### src/rtl/tids_pkg.sv
// ----------------------------------------------------------------------------
// Tag ID history store package
// Request codes, item field widths and parameter defaults shared by the
// channel interfaces and the store.
// ----------------------------------------------------------------------------
package tids_pkg;

   // item field widths
   localparam int REQ_TYPE_W    = 3;
   localparam int TAG_ID_W      = 56;
   localparam int SLOT_SEL_W    = 2;
   localparam int ENTRY_SEL_W   = 2;
   localparam int FOUND_SLOT_W  = 2;
   localparam int FOUND_ENTRY_W = 2;

   // parameter defaults
   localparam int SLOTS_DEF   = 4;
   localparam int HISTORY_DEF = 4;
   localparam int ID_BITS_DEF = 56;

   // request kinds
   localparam logic [REQ_TYPE_W-1:0] REQ_SAVE       = 3'd0;
   localparam logic [REQ_TYPE_W-1:0] REQ_READ       = 3'd1;
   localparam logic [REQ_TYPE_W-1:0] REQ_MATCH_SLOT = 3'd2;
   localparam logic [REQ_TYPE_W-1:0] REQ_MATCH_ALL  = 3'd3;
   localparam logic [REQ_TYPE_W-1:0] REQ_CLEAR_SLOT = 3'd4;
   localparam logic [REQ_TYPE_W-1:0] REQ_CLEAR_ALL  = 3'd5;

endpackage

### src/rtl/tids_if.sv
// ----------------------------------------------------------------------------
// Tag ID history store channels
// Valid/ready channels for request items and result items.
// ----------------------------------------------------------------------------
interface tids_req_if;
   import tids_pkg::*;

   logic                   valid;
   logic                   ready;
   logic [REQ_TYPE_W-1:0]  req_type;
   logic [TAG_ID_W-1:0]    tag_id;
   logic                   tag_id_ok;
   logic [SLOT_SEL_W-1:0]  slot_sel;
   logic [ENTRY_SEL_W-1:0] entry_sel;

   modport source (output valid, req_type, tag_id, tag_id_ok, slot_sel, entry_sel,
                   input ready);
   modport sink   (input valid, req_type, tag_id, tag_id_ok, slot_sel, entry_sel,
                   output ready);
endinterface

interface tids_rsp_if;
   import tids_pkg::*;

   logic                     valid;
   logic                     ready;
   logic                     hit;
   logic [TAG_ID_W-1:0]      found_id;
   logic [FOUND_SLOT_W-1:0]  found_slot;
   logic [FOUND_ENTRY_W-1:0] found_entry;

   modport source (output valid, hit, found_id, found_slot, found_entry,
                   input ready);
   modport sink   (input valid, hit, found_id, found_slot, found_entry,
                   output ready);
endinterface

### src/rtl/tag_id_history_store.sv
// ----------------------------------------------------------------------------
// Tag ID history store
// Slotted table of tag IDs with a short history per slot: save, read, match
// in a slot, match across the table, clear a slot, clear the table.
// ----------------------------------------------------------------------------
// The IDs sit in one synchronous RAM of SLOTS*HISTORY words (one write port and
// one registered read port); valid bits sit in flip-flops, so reset and both
// clear requests take effect at once and no clearing pass runs.
// One request is worked at a time and the next is taken once its result is
// in the output register. Clear, unknown and out-of-range requests go straight
// to the result; a read issues one RAM read and takes its data; saves and
// matches scan the RAM, one entry per cycle on the read port, until a match or
// the last entry. A full-slot save then moves the history down one entry per
// cycle, reading through the same port, and writes the new ID last.
module tag_id_history_store #(
   parameter int SLOTS   = tids_pkg::SLOTS_DEF,
   parameter int HISTORY = tids_pkg::HISTORY_DEF,
   parameter int ID_BITS = tids_pkg::ID_BITS_DEF
) (
   input  logic        clock,
   input  logic        reset,
   tids_req_if.sink    req_chan,
   tids_rsp_if.source  rsp_chan
);
   import tids_pkg::*;

   localparam int TOTAL  = SLOTS * HISTORY;
   localparam int AW     = $clog2(TOTAL);
   localparam int SLOT_W = (SLOTS > 1) ? $clog2(SLOTS) : 1;
   localparam int ENT_W  = $clog2(HISTORY);

   localparam logic [SLOT_W-1:0] LAST_SLOT = SLOT_W'(SLOTS - 1);
   localparam logic [ENT_W-1:0]  LAST_ENT  = ENT_W'(HISTORY - 1);

   // sequencer states
   localparam logic [2:0] ST_IDLE  = 3'd0;
   localparam logic [2:0] ST_SCAN  = 3'd1;
   localparam logic [2:0] ST_SHIFT = 3'd2;
   localparam logic [2:0] ST_STORE = 3'd3;
   localparam logic [2:0] ST_READ  = 3'd4;
   localparam logic [2:0] ST_RDATA = 3'd5;
   localparam logic [2:0] ST_DONE  = 3'd6;

   function automatic logic [AW-1:0] ent_addr(input logic [SLOT_W-1:0] s,
                                             input logic [ENT_W-1:0]  e);
      ent_addr = AW'(int'(s) * HISTORY + int'(e));
   endfunction

   // ID storage
   logic [ID_BITS-1:0] id_mem [TOTAL];
   logic [ID_BITS-1:0] q_ff;
   logic               rd_en;
   logic [AW-1:0]      rd_addr;
   logic               wr_en;
   logic [AW-1:0]      wr_addr;
   logic [ID_BITS-1:0] wr_data;

   // control state
   logic [2:0]         state_ff, state_in;
   logic [TOTAL-1:0]   valid_ff, valid_in;
   logic [SLOT_W-1:0]  is_slot_ff, is_slot_in;
   logic [ENT_W-1:0]   is_ent_ff, is_ent_in;
   logic               iss_more_ff, iss_more_in;
   logic               cmp_vld_ff, cmp_vld_in;
   logic [SLOT_W-1:0]  cmp_slot_ff, cmp_slot_in;
   logic [ENT_W-1:0]   cmp_ent_ff, cmp_ent_in;
   logic               free_fnd_ff, free_fnd_in;
   logic [ENT_W-1:0]   free_ent_ff, free_ent_in;
   logic [ENT_W-1:0]   st_ent_ff, st_ent_in;
   logic               rsp_valid_ff, rsp_valid_in;

   // request held for the duration of its work
   logic [REQ_TYPE_W-1:0] op_ff;
   logic [ID_BITS-1:0]    id_ff;
   logic [SLOT_W-1:0]     slot_ff;
   logic [ENT_W-1:0]      ent_ff;
   logic                  all_ff;

   // result being built, and the output register
   logic                     res_hit_ff, res_hit_in;
   logic [TAG_ID_W-1:0]      res_id_ff, res_id_in;
   logic [FOUND_SLOT_W-1:0]  res_slot_ff, res_slot_in;
   logic [FOUND_ENTRY_W-1:0] res_ent_ff, res_ent_in;
   logic                     rsp_load;
   logic                     rsp_hit_ff;
   logic [TAG_ID_W-1:0]      rsp_id_ff;
   logic [FOUND_SLOT_W-1:0]  rsp_slot_ff;
   logic [FOUND_ENTRY_W-1:0] rsp_ent_ff;

   logic               req_fire;
   logic               slot_ok;
   logic               ent_ok;
   logic [SLOT_W-1:0]  slot_new;
   logic [AW-1:0]      cmp_addr;
   logic               cmp_valid;
   logic               cmp_match;
   logic               cmp_last;
   logic               rd_valid;

   assign req_chan.ready = (state_ff == ST_IDLE);
   assign req_fire       = req_chan.valid && req_chan.ready;
   assign slot_ok        = int'(req_chan.slot_sel) < SLOTS;
   assign ent_ok         = int'(req_chan.entry_sel) < HISTORY;
   assign slot_new       = SLOT_W'(req_chan.slot_sel);

   assign cmp_addr  = ent_addr(cmp_slot_ff, cmp_ent_ff);
   assign cmp_valid = valid_ff[cmp_addr];
   assign cmp_match = cmp_valid && (q_ff == id_ff);
   assign cmp_last  = (cmp_ent_ff == LAST_ENT) && (!all_ff || cmp_slot_ff == LAST_SLOT);
   assign rd_valid  = valid_ff[ent_addr(slot_ff, ent_ff)];

   assign rsp_chan.valid       = rsp_valid_ff;
   assign rsp_chan.hit         = rsp_hit_ff;
   assign rsp_chan.found_id    = rsp_id_ff;
   assign rsp_chan.found_slot  = rsp_slot_ff;
   assign rsp_chan.found_entry = rsp_ent_ff;

   // sequencer
   always_comb begin
      state_in     = state_ff;
      valid_in     = valid_ff;
      is_slot_in   = is_slot_ff;
      is_ent_in    = is_ent_ff;
      iss_more_in  = iss_more_ff;
      cmp_vld_in   = 1'b0;
      cmp_slot_in  = is_slot_ff;
      cmp_ent_in   = is_ent_ff;
      free_fnd_in  = free_fnd_ff;
      free_ent_in  = free_ent_ff;
      st_ent_in    = st_ent_ff;
      res_hit_in   = res_hit_ff;
      res_id_in    = res_id_ff;
      res_slot_in  = res_slot_ff;
      res_ent_in   = res_ent_ff;
      rd_en        = 1'b0;
      rd_addr      = ent_addr(is_slot_ff, is_ent_ff);
      wr_en        = 1'b0;
      wr_addr      = ent_addr(slot_ff, st_ent_ff);
      wr_data      = id_ff;
      rsp_load     = 1'b0;
      rsp_valid_in = rsp_valid_ff && !rsp_chan.ready;

      // issue one read per cycle while scanning or shifting
      if ((state_ff inside {ST_SCAN, ST_SHIFT}) && iss_more_ff) begin
         rd_en      = 1'b1;
         cmp_vld_in = 1'b1;
         if (is_ent_ff == LAST_ENT) begin
            if (all_ff && is_slot_ff != LAST_SLOT) begin
               is_slot_in = is_slot_ff + SLOT_W'(1);
               is_ent_in  = '0;
            end else begin
               iss_more_in = 1'b0;
            end
         end else begin
            is_ent_in = is_ent_ff + ENT_W'(1);
         end
      end

      case (state_ff)
         ST_IDLE: begin
            if (req_fire) begin
               res_hit_in  = 1'b0;
               res_id_in   = '0;
               res_slot_in = '0;
               res_ent_in  = '0;
               is_slot_in  = slot_new;
               is_ent_in   = '0;
               iss_more_in = 1'b0;
               free_fnd_in = 1'b0;
               state_in    = ST_DONE;
               case (req_chan.req_type)
                  REQ_SAVE, REQ_MATCH_SLOT: begin
                     if (slot_ok && req_chan.tag_id_ok) begin
                        iss_more_in = 1'b1;
                        state_in    = ST_SCAN;
                     end
                  end
                  REQ_MATCH_ALL: begin
                     if (req_chan.tag_id_ok) begin
                        is_slot_in  = '0;
                        iss_more_in = 1'b1;
                        state_in    = ST_SCAN;
                     end
                  end
                  REQ_READ: begin
                     if (slot_ok && ent_ok) begin
                        state_in = ST_READ;
                     end
                  end
                  REQ_CLEAR_SLOT: begin
                     if (slot_ok) begin
                        for (int s = 0; s < SLOTS; s++) begin
                           for (int e = 0; e < HISTORY; e++) begin
                              if (SLOT_W'(s) == slot_new) begin
                                 valid_in[s * HISTORY + e] = 1'b0;
                              end
                           end
                        end
                     end
                  end
                  REQ_CLEAR_ALL: begin
                     valid_in = '0;
                  end
                  default: begin
                  end
               endcase
            end
         end

         ST_SCAN: begin
            if (cmp_vld_ff) begin
               // remember the first free entry for a save
               if (!cmp_valid && !free_fnd_ff) begin
                  free_fnd_in = 1'b1;
                  free_ent_in = cmp_ent_ff;
               end
               if (cmp_match) begin
                  iss_more_in = 1'b0;
                  state_in    = ST_DONE;
                  if (op_ff != REQ_SAVE) begin
                     res_hit_in  = 1'b1;
                     res_ent_in  = FOUND_ENTRY_W'(cmp_ent_ff);
                     res_slot_in = all_ff ? FOUND_SLOT_W'(cmp_slot_ff) : '0;
                  end
               end else if (cmp_last) begin
                  iss_more_in = 1'b0;
                  state_in    = ST_DONE;
                  if (op_ff == REQ_SAVE) begin
                     if (free_fnd_ff) begin
                        st_ent_in = free_ent_ff;
                        state_in  = ST_STORE;
                     end else if (!cmp_valid) begin
                        st_ent_in = cmp_ent_ff;
                        state_in  = ST_STORE;
                     end else begin
                        // slot full: move entries down, read from entry one
                        is_slot_in  = slot_ff;
                        is_ent_in   = ENT_W'(1);
                        iss_more_in = 1'b1;
                        state_in    = ST_SHIFT;
                     end
                  end
               end
            end
         end

         ST_SHIFT: begin
            if (cmp_vld_ff) begin
               wr_en   = 1'b1;
               wr_addr = ent_addr(slot_ff, cmp_ent_ff - ENT_W'(1));
               wr_data = q_ff;
               if (cmp_ent_ff == LAST_ENT) begin
                  st_ent_in = LAST_ENT;
                  state_in  = ST_STORE;
               end
            end
         end

         ST_STORE: begin
            wr_en             = 1'b1;
            valid_in[wr_addr] = 1'b1;
            res_hit_in        = 1'b1;
            res_ent_in        = FOUND_ENTRY_W'(st_ent_ff);
            state_in          = ST_DONE;
         end

         ST_READ: begin
            rd_en    = 1'b1;
            rd_addr  = ent_addr(slot_ff, ent_ff);
            state_in = ST_RDATA;
         end

         ST_RDATA: begin
            res_hit_in = rd_valid;
            res_id_in  = rd_valid ? TAG_ID_W'(q_ff) : '0;
            state_in   = ST_DONE;
         end

         ST_DONE: begin
            // hand the result over once the output register is free
            if (!rsp_valid_ff || rsp_chan.ready) begin
               rsp_load     = 1'b1;
               rsp_valid_in = 1'b1;
               state_in     = ST_IDLE;
            end
         end

         default: begin
            state_in = ST_IDLE;
         end
      endcase
   end

   // control registers
   always_ff @(posedge clock) begin
      if (reset) begin
         state_ff     <= ST_IDLE;
         valid_ff     <= '0;
         iss_more_ff  <= 1'b0;
         cmp_vld_ff   <= 1'b0;
         free_fnd_ff  <= 1'b0;
         rsp_valid_ff <= 1'b0;
      end else begin
         state_ff     <= state_in;
         valid_ff     <= valid_in;
         iss_more_ff  <= iss_more_in;
         cmp_vld_ff   <= cmp_vld_in;
         free_fnd_ff  <= free_fnd_in;
         rsp_valid_ff <= rsp_valid_in;
      end
   end

   // payload registers
   always_ff @(posedge clock) begin
      is_slot_ff  <= is_slot_in;
      is_ent_ff   <= is_ent_in;
      cmp_slot_ff <= cmp_slot_in;
      cmp_ent_ff  <= cmp_ent_in;
      free_ent_ff <= free_ent_in;
      st_ent_ff   <= st_ent_in;
      res_hit_ff  <= res_hit_in;
      res_id_ff   <= res_id_in;
      res_slot_ff <= res_slot_in;
      res_ent_ff  <= res_ent_in;
      if (req_fire) begin
         op_ff   <= req_chan.req_type;
         id_ff   <= ID_BITS'(req_chan.tag_id);
         slot_ff <= slot_new;
         ent_ff  <= ENT_W'(req_chan.entry_sel);
         all_ff  <= (req_chan.req_type == REQ_MATCH_ALL);
      end
      if (rsp_load) begin
         rsp_hit_ff  <= res_hit_ff;
         rsp_id_ff   <= res_id_ff;
         rsp_slot_ff <= res_slot_ff;
         rsp_ent_ff  <= res_ent_ff;
      end
   end

   // ID RAM: one write port, one registered read port
   always_ff @(posedge clock) begin
      if (wr_en) begin
         id_mem[wr_addr] <= wr_data;
      end
      if (rd_en) begin
         q_ff <= id_mem[rd_addr];
      end
   end

`ifndef SYNTHESIS
   // a stored save leaves its entry valid
   a_store_sets_valid: assert property (@(posedge clock) disable iff (reset)
      (state_ff == ST_STORE) |=> valid_ff[$past(wr_addr)])
      else $error("saved entry not marked valid");

   // clear all empties the table in one step
   a_clear_all_empties: assert property (@(posedge clock) disable iff (reset)
      (req_fire && req_chan.req_type == REQ_CLEAR_ALL) |=> (valid_ff == '0))
      else $error("table not empty after clear all");

   // a finished request reaches the output register and frees the block once the register is free
   a_result_delivered: assert property (@(posedge clock) disable iff (reset)
      (state_ff == ST_DONE && (!rsp_valid_ff || rsp_chan.ready))
      |=> (rsp_valid_ff && state_ff == ST_IDLE))
      else $error("result not loaded into output register");
`endif

endmodule

### src/flat_wrapper.sv
// flat-port wrapper written by rule: the top's interface ports become plain ports
module tag_id_history_store_flat import tids_pkg::*;
#(
   parameter int SLOTS   = tids_pkg::SLOTS_DEF,
   parameter int HISTORY = tids_pkg::HISTORY_DEF,
   parameter int ID_BITS = tids_pkg::ID_BITS_DEF
)
  (clock, reset, req_chan_valid, req_chan_req_type, req_chan_tag_id, req_chan_tag_id_ok, req_chan_slot_sel, req_chan_entry_sel, req_chan_ready, rsp_chan_valid, rsp_chan_hit, rsp_chan_found_id, rsp_chan_found_slot, rsp_chan_found_entry, rsp_chan_ready);
  tids_req_if req_chan_i ();
  tids_rsp_if rsp_chan_i ();
  input  logic clock;
  input  logic reset;
  input wire logic [$bits(req_chan_i.valid)-1:0] req_chan_valid;
  input wire logic [$bits(req_chan_i.req_type)-1:0] req_chan_req_type;
  input wire logic [$bits(req_chan_i.tag_id)-1:0] req_chan_tag_id;
  input wire logic [$bits(req_chan_i.tag_id_ok)-1:0] req_chan_tag_id_ok;
  input wire logic [$bits(req_chan_i.slot_sel)-1:0] req_chan_slot_sel;
  input wire logic [$bits(req_chan_i.entry_sel)-1:0] req_chan_entry_sel;
  output wire logic [$bits(req_chan_i.ready)-1:0] req_chan_ready;
  output wire logic [$bits(rsp_chan_i.valid)-1:0] rsp_chan_valid;
  output wire logic [$bits(rsp_chan_i.hit)-1:0] rsp_chan_hit;
  output wire logic [$bits(rsp_chan_i.found_id)-1:0] rsp_chan_found_id;
  output wire logic [$bits(rsp_chan_i.found_slot)-1:0] rsp_chan_found_slot;
  output wire logic [$bits(rsp_chan_i.found_entry)-1:0] rsp_chan_found_entry;
  input wire logic [$bits(rsp_chan_i.ready)-1:0] rsp_chan_ready;
  assign req_chan_i.valid = req_chan_valid;
  assign req_chan_i.req_type = req_chan_req_type;
  assign req_chan_i.tag_id = req_chan_tag_id;
  assign req_chan_i.tag_id_ok = req_chan_tag_id_ok;
  assign req_chan_i.slot_sel = req_chan_slot_sel;
  assign req_chan_i.entry_sel = req_chan_entry_sel;
  assign req_chan_ready = req_chan_i.ready;
  assign rsp_chan_valid = rsp_chan_i.valid;
  assign rsp_chan_hit = rsp_chan_i.hit;
  assign rsp_chan_found_id = rsp_chan_i.found_id;
  assign rsp_chan_found_slot = rsp_chan_i.found_slot;
  assign rsp_chan_found_entry = rsp_chan_i.found_entry;
  assign rsp_chan_i.ready = rsp_chan_ready;
  tag_id_history_store #(.SLOTS(SLOTS), .HISTORY(HISTORY), .ID_BITS(ID_BITS)) u_core (.clock(clock), .reset(reset), .req_chan(req_chan_i), .rsp_chan(rsp_chan_i));
endmodule
### config.mk
export PLATFORM = sky130hd
export DESIGN_NAME = tag_id_history_store_flat
export DESIGN_NICKNAME = d
export VERILOG_FILES = /design/src/rtl/tids_pkg.sv /design/src/rtl/tids_if.sv /design/src/rtl/tag_id_history_store.sv /design/src/flat_wrapper.sv
export SDC_FILE = /design/constraint.sdc
export NUM_CORES = 2
export LEC_CHECK = 0
export CAP_MARGIN = 40
export CELL_PAD_IN_SITES_DETAIL_PLACEMENT = 1
export CELL_PAD_IN_SITES_GLOBAL_PLACEMENT = 2
export CORE_MARGIN = 1.5
export CORE_UTILIZATION = 53
export CTS_CLUSTER_DIAMETER = 30
export CTS_CLUSTER_SIZE = 14
export DETAILED_ROUTE_END_ITERATION = 12
export DONT_BUFFER_PORTS = 1
export PLACE_DENSITY_LB_ADDON = 0.3
export SLEW_MARGIN = 20
export SYNTH_ARGS = -nofsm -noshare
export SYNTH_HDL_FRONTEND = slang
export SYNTH_SLANG_ARGS = --single-unit
### constraint.sdc
create_clock -name clock -period 15.5 [get_ports clock]
set_input_delay 0.775 -clock clock [delete_from_list [all_inputs] [get_ports clock]]
set_output_delay 0.775 -clock clock [all_outputs]
set_load 0.005 [all_outputs]
**After elaboration in Yosys (flattened, before gate mapping)**

Memories as Yosys holds them, arrays and structs flattened. A register that Yosys moved wholly into a read port is not among the register bits.
Cells that the tools add are included.

- RAM bits: 896
- Output and inout port bits: 63
- Memories: 1
- Bits in registers: 221
- Input port bits: 68

Memories:

| memory | depth | bits a word | rd ports | clocked after Yosys merged registers in | write ports | RTL line | source |
|---|---|---|---|---|---|---|---|
| u_core.id_mem | 16 | 56 | 1 | 1 | 1 | tag_id_history_store.sv:50 | `logic [ID_BITS-1:0] id_mem [TOTAL];` |

- Equal/unequal tests: 37
- Reductions and logical operators: 40
- Bitwise gates (word level): 1
- $add $sub $neg: 8
- Magnitude comparators: 4
- Mux-type cells: 108

Operators by type and width:

| cell | count |
|---|---|
| $mux 56 | 4 |
| $pmux 56 s2 | 1 |
| $mux 2 | 38 |
| $pmux 16 s2 | 2 |
| $eq 56x56->1 | 1 |
| $mux 1 | 35 |
| $mux 3 | 10 |
| $add 4x2->4 | 5 |
| $reduce_and 4->1 | 5 |
| $pmux 3 s6 | 1 |
| $mux 16 | 1 |
| $or 16x16->16 | 1 |
| $pmux 2 s2 | 4 |
| $eq 3x3->1 const B | 5 |
| $lt 4x5->1 const B | 3 |
| $ne 3x3->1 const B | 5 |
| $reduce_and 5->1 | 3 |
| $eq 3x2->1 const B | 4 |
| $mux 4 | 3 |
| $ne 2x1->1 const B | 6 |
| $ne 2x2->1 const B | 6 |
| $logic_not 3->1 | 3 |
| $bmux 1 s4 | 2 |
| $logic_and 1x1->1 | 8 |
| 26 further kinds | 42 |

**Depth between registers and ports, before layout**

- Depth after elaboration: 12
- Mapped depth: 9
- Gate-level depth less buffers: 8

**Least setup slack after synthesis**

No wires, ideal clock.

- Path type: register to register
- From: register u_core.state_ff[1]
- To: register u_core.q_ff[0], read port of u_core.id_mem (enable)
- Cell stages (with the launch flop): 5
- Arrival: 4844 ps
- Buffers on the path: 2
- Setup slack: 10109 ps
- Path through: dfxtp_1 > buf_2 > buf_1 > mux2i_1 > o21ai_0

- Word-level cells in the longest chain between the ends: 5
- Elaborated cells on any way between the ends: 8

RTL lines:

| element | RTL line | source |
|---|---|---|
| from (decl) | tag_id_history_store.sv:59 | `logic [2:0] state_ff, state_in;` |
| from (signal assigned) | tag_id_history_store.sv:304 | `state_ff <= state_in;` |
| $eq 3x2->1 or $eq 3x1->1 (tied branches) | tag_id_history_store.sv:144 | `if ((state_ff inside {ST_SCAN, ST_SHIFT}) && iss_more_ff) begin` |
| $reduce_bool 2->1 (no line) | - |  |
| $logic_and 1x1->1 | tag_id_history_store.sv:144 |  |
| $mux 1 | tag_id_history_store.sv:144 |  |
| $mux 1 (*) | tag_id_history_store.sv:159 | `case (state_ff)` |
| net u_core.rd_en | tag_id_history_store.sv:52 | `logic rd_en;` |
| to (decl) | tag_id_history_store.sv:51 | `logic [ID_BITS-1:0] q_ff;` |

Mark *: on every way through the listed nets, which the timed path passes. The rest lies on a longest branch.
A chain may end at the register's enable or synchronous reset.

**Worst setup path after layout**

- From: register u_core.state_ff[2]
- To: register u_core.q_ff[40], read port of u_core.id_mem, data pin

- Word-level cells in the longest chain between the ends: 5
- Elaborated cells on any way between the ends: 8

RTL lines:

| element | RTL line |
|---|---|
| $eq 3x2->1 or $eq 3x1->1 (tied branches) | tag_id_history_store.sv:144 |
| $reduce_bool 2->1 (no line) | - |
| $logic_and 1x1->1 | tag_id_history_store.sv:144 |
| $mux 1 | tag_id_history_store.sv:144 |
| $mux 1 | tag_id_history_store.sv:159 |

Parallel ways exist; a longest one is shown, timed or not.

==> run_results.csv <==
group,metric,value,unit
status,status,"finished clean",
routing,wl,123000,microns
clock_network,cts_tree,"yes",
clock_network,postCtsHoldBufs,0,
min_path,worstHoldPathType,"in -> reg",
clock_network,cts_setup_buffers,0,
clock_network,clockBufferDepth,3,
timing,fmax,184,MHz
die,core-area,84000,sq um
cells_and_area,final_layout_size_suffix_gt1_share,26.0,%
global_routing,antenna_found_initial,4,
routing,via_per_inst,6.27,
critical_path,worstPathRequired,15.97,ns
cells_and_area,area_delta_synth_final,21.2,%
power,ir_drop,0.000165,V
routing,wl_per_cell,32.4,microns
cells_and_area,fin_nets,2558,
clock_network,cts.clk_slew.worst_paths,0.06,ns
timing,report.final.slew_viol_count,0,
clock_network,clock_sinks,1173,
yosys,ys_types,52,
clock_network,clockRootBuffer,"clkbuf_16",
yosys,yosysMostFrequentCell,"edfxtp_1",
global_routing,grt_overflow,0,
global_routing,grt_pass1_vias,25600,
timing,min_period_over_period,35.1,%
yosys,avgSynthCellArea,19.5,sq um
yosys,synth_top_area_cell,"edfxtp_1",
yosys,synth_top_area_share,76.1,%
timing,relSlewSlack,34.3,%
die,die_x,295,microns
clock_network,cts_htree_levels,4,
timing,setup_viol,0,
critical_path,crit_fanout,105,
global_routing,grt_max_degree,136,
clock_network,clock_latency,0.79,ns
power,power_density,197,nW/um^2
timing,clock-skew-final,0.0334,ns
critical_path,crit_type,"reg -> reg",
yosys,synth_edf_count,1142,
routing,drtAntennaViolNets,0,
clock_network,cts_resized,0,
clock_network,cts_buffers,209,
timing,worst_pin_slew,0.986,ns
yosys,synth_fp_nets,2388,
global_routing,grt_first_pass_wirelength,179000,microns
yosys,postSynthCellCount,2317,
yosys,ys_ff_latch,1173,
place,placed_cell_area,47100,sq um
die,rows,106,
cells_and_area,final_cell_area,54700,sq um
routing,remaining_drc_errors,0,
timing,fin_setup_tns,0,ns
routing,initialDrtViolationCount,2788,
routing,vias,23900,
timing,hold_viol,0,
place,gp_congestion,0.796,
yosys,synth_seq_area_share,77.4,%
yosys,syn-cell-area,45100,sq um
global_routing,grt_usage,29.2,%
critical_path,arrival,5.91,ns
job,cap_violations,0,
yosys,yosysWarnings,0,
critical_path,cp-end-kind,"flop",
die,die_h,295,microns
yosys,yosys-top-cells-area,"edfxtp_1 76%, mux4_2 12%, nand2_1 2.5%, and2_1 1.6%, dfxtp_1 1.4%",
yosys,async_flop_share,0,%
place,hpwl,65600,microns
die,start_util,53.7,%
yosys,ys.flop_type,"edfxtp_1",
yosys,synth.top_cells.by_count,"1142 x edfxtp_1, 304 x nand2_1, 233 x mux4_2",
timing,finalWorstPathRequiredPeriod,5.44,ns
power,p_leak,18.3,nW
die,pin_count,131,
die,die_area,86800,sq um
routing,firstDrtPassIters,5,
timing,grt_setup_unrepaired,"no",
critical_path,cp-start-kind,"flop",
place,portBuffers,0,
flip-flops by register name, summed over array words and instances, names as in the netlist, 2 cells and up:
| name | flops |
|---|---|
| u_core.cmp_ent_ff | 2 |
| u_core.cmp_ent_in | 2 |
| u_core.cmp_slot_ff | 2 |
| u_core.cmp_slot_in | 2 |
| u_core.ent_ff | 2 |
| u_core.free_ent_ff | 2 |
| u_core.id_ff | 56 |
| u_core.id_mem | 896 |
| u_core.op_ff | 3 |
| u_core.q_ff | 56 |
| u_core.res_ent_ff | 2 |
| u_core.res_id_ff | 56 |
| u_core.res_slot_ff | 2 |
| u_core.rsp_chan.found_entry | 2 |
| u_core.rsp_chan.found_id | 56 |
| u_core.rsp_chan.found_slot | 2 |
| u_core.slot_ff | 2 |
| u_core.st_ent_ff | 2 |
| u_core.state_ff | 3 |
| u_core.valid_ff | 16 |
metrics by stage:
stage	setup slack, ns	hold slack, ns	total power [W]	std cells	util [%]
6_report	10.06	0.0769	0.0108	3807	65.1
5_1_grt	9.63	0.0521	0.0111	3805	65.1
4_1_cts	9.31	0.0335	0.0108	3792	64.8
3_5_place_dp	9.32	0.405	0.00600	3397	56.1
3_3_place_gp	9.25	0.405	0.00588	3371	55.3
2_1_floorplan	10.11	0.366	0.00534	2317	-
final cells by class:
| cell class | instances | area (sq um) |
|---|---|---|
| Clock inverter | 161 | 2010 |
| Clock buffer | 234 | 5370 |
| Timing Repair Buffer | 73 | 1120 |
| Inverter | 11 | 42.5 |
| Sequential cell | 1173 | 34900 |
| Fill cell | 6788 | 29300 |
| Multi-Input combinational cell | 1019 | 9800 |
| Antenna cell | 2 | 5.00 |
| Tap cell | 1134 | 1420 |
final timing paths:
kind | endpoint | cells past startpoint | start | slack (ns)
min reg2reg | u_core.rsp_chan.found_id[26] | 0 | u_core.res_id_ff[26] | 0.39
max reg2reg | u_core.q_ff[40] | 13 | u_core.state_ff[2] | 10.06
max | u_core.q_ff[40] | 13 | u_core.state_ff[2] | 10.06
min | u_core.id_ff[25] | 0 | req_chan_tag_id[25] | 0.08
placed cells by master, fill, tap and decap left out, types with 6 or more instances in the layout:
cell        instances
edfxtp_1         1142
nand2_1           303
mux4_2            233
clkbuf_16         210
and2_1            113
a31oi_1            62
xnor2_1            57
a211oi_1           57
nor2_1             38
buf_4              36
clkinv_2           33
bufinv_16          33
dfxtp_1            31
inv_6              27
a21oi_1            25
clkbuf_1           22
clkinv_1           20
buf_16             20
clkinv_4           18
nor2_4             17
clkinvlp_4         16
nand4_1            15
buf_12             14
o21ai_0            10
inv_1               9
clkinv_8            7
nor3_1              6
mux2i_1             6
power by group:
| group | total, W | internal, W | switching (W) |
|---|---|---|---|
| Sequential | 0.00411 | 0.00393 | 0.000177 |
| Clock | 0.00475 | 0.00307 | 0.00168 |
| Combinational | 0.00189 | 0.000695 | 0.00120 |
| Total | 0.0108 | 0.00770 | 0.00305 |
metal layers:
metal,part of all wire [%],up-vias,global-route usage (%)
met1,40,12700,39.8
met4,2.2,2,8.66
li1,-,9694,-
met5,0.0081,-,0
met3,7.6,190,5.49
met2,51,1241,48.3
worst max-delay path: stages (launching register included):
cell and delay [ns]:
dfxtp_1 0.66, inv_2 0.19, nor3_4 0.49, mux2i_4 0.32, buf_4 0.23, buf_12 0.64, buf_4 0.40, buf_16 0.30
buf_4 0.21, buf_16 0.28, mux4_2 0.54, and2_1 0.17, a211oi_1 0.32, a31oi_1 0.13
cells by family (layout without fill, tap and decap cells):
logic type,Yosys count,in the layout,share of synthesized area [%]
AOI/OAI and AO/OA,179,179,2.66
xor gates and xnor gates,57,57,1.11
adders and majority gates,3,3,0.0833
buffers and inverters,125,479,1.33
DFF,1173,1173,77.4
muxes,245,245,11.9
other,0,2,0
and+or+nand+nor,535,535,5.48
No activity file was read; power rests on OpenSTA's default activity.
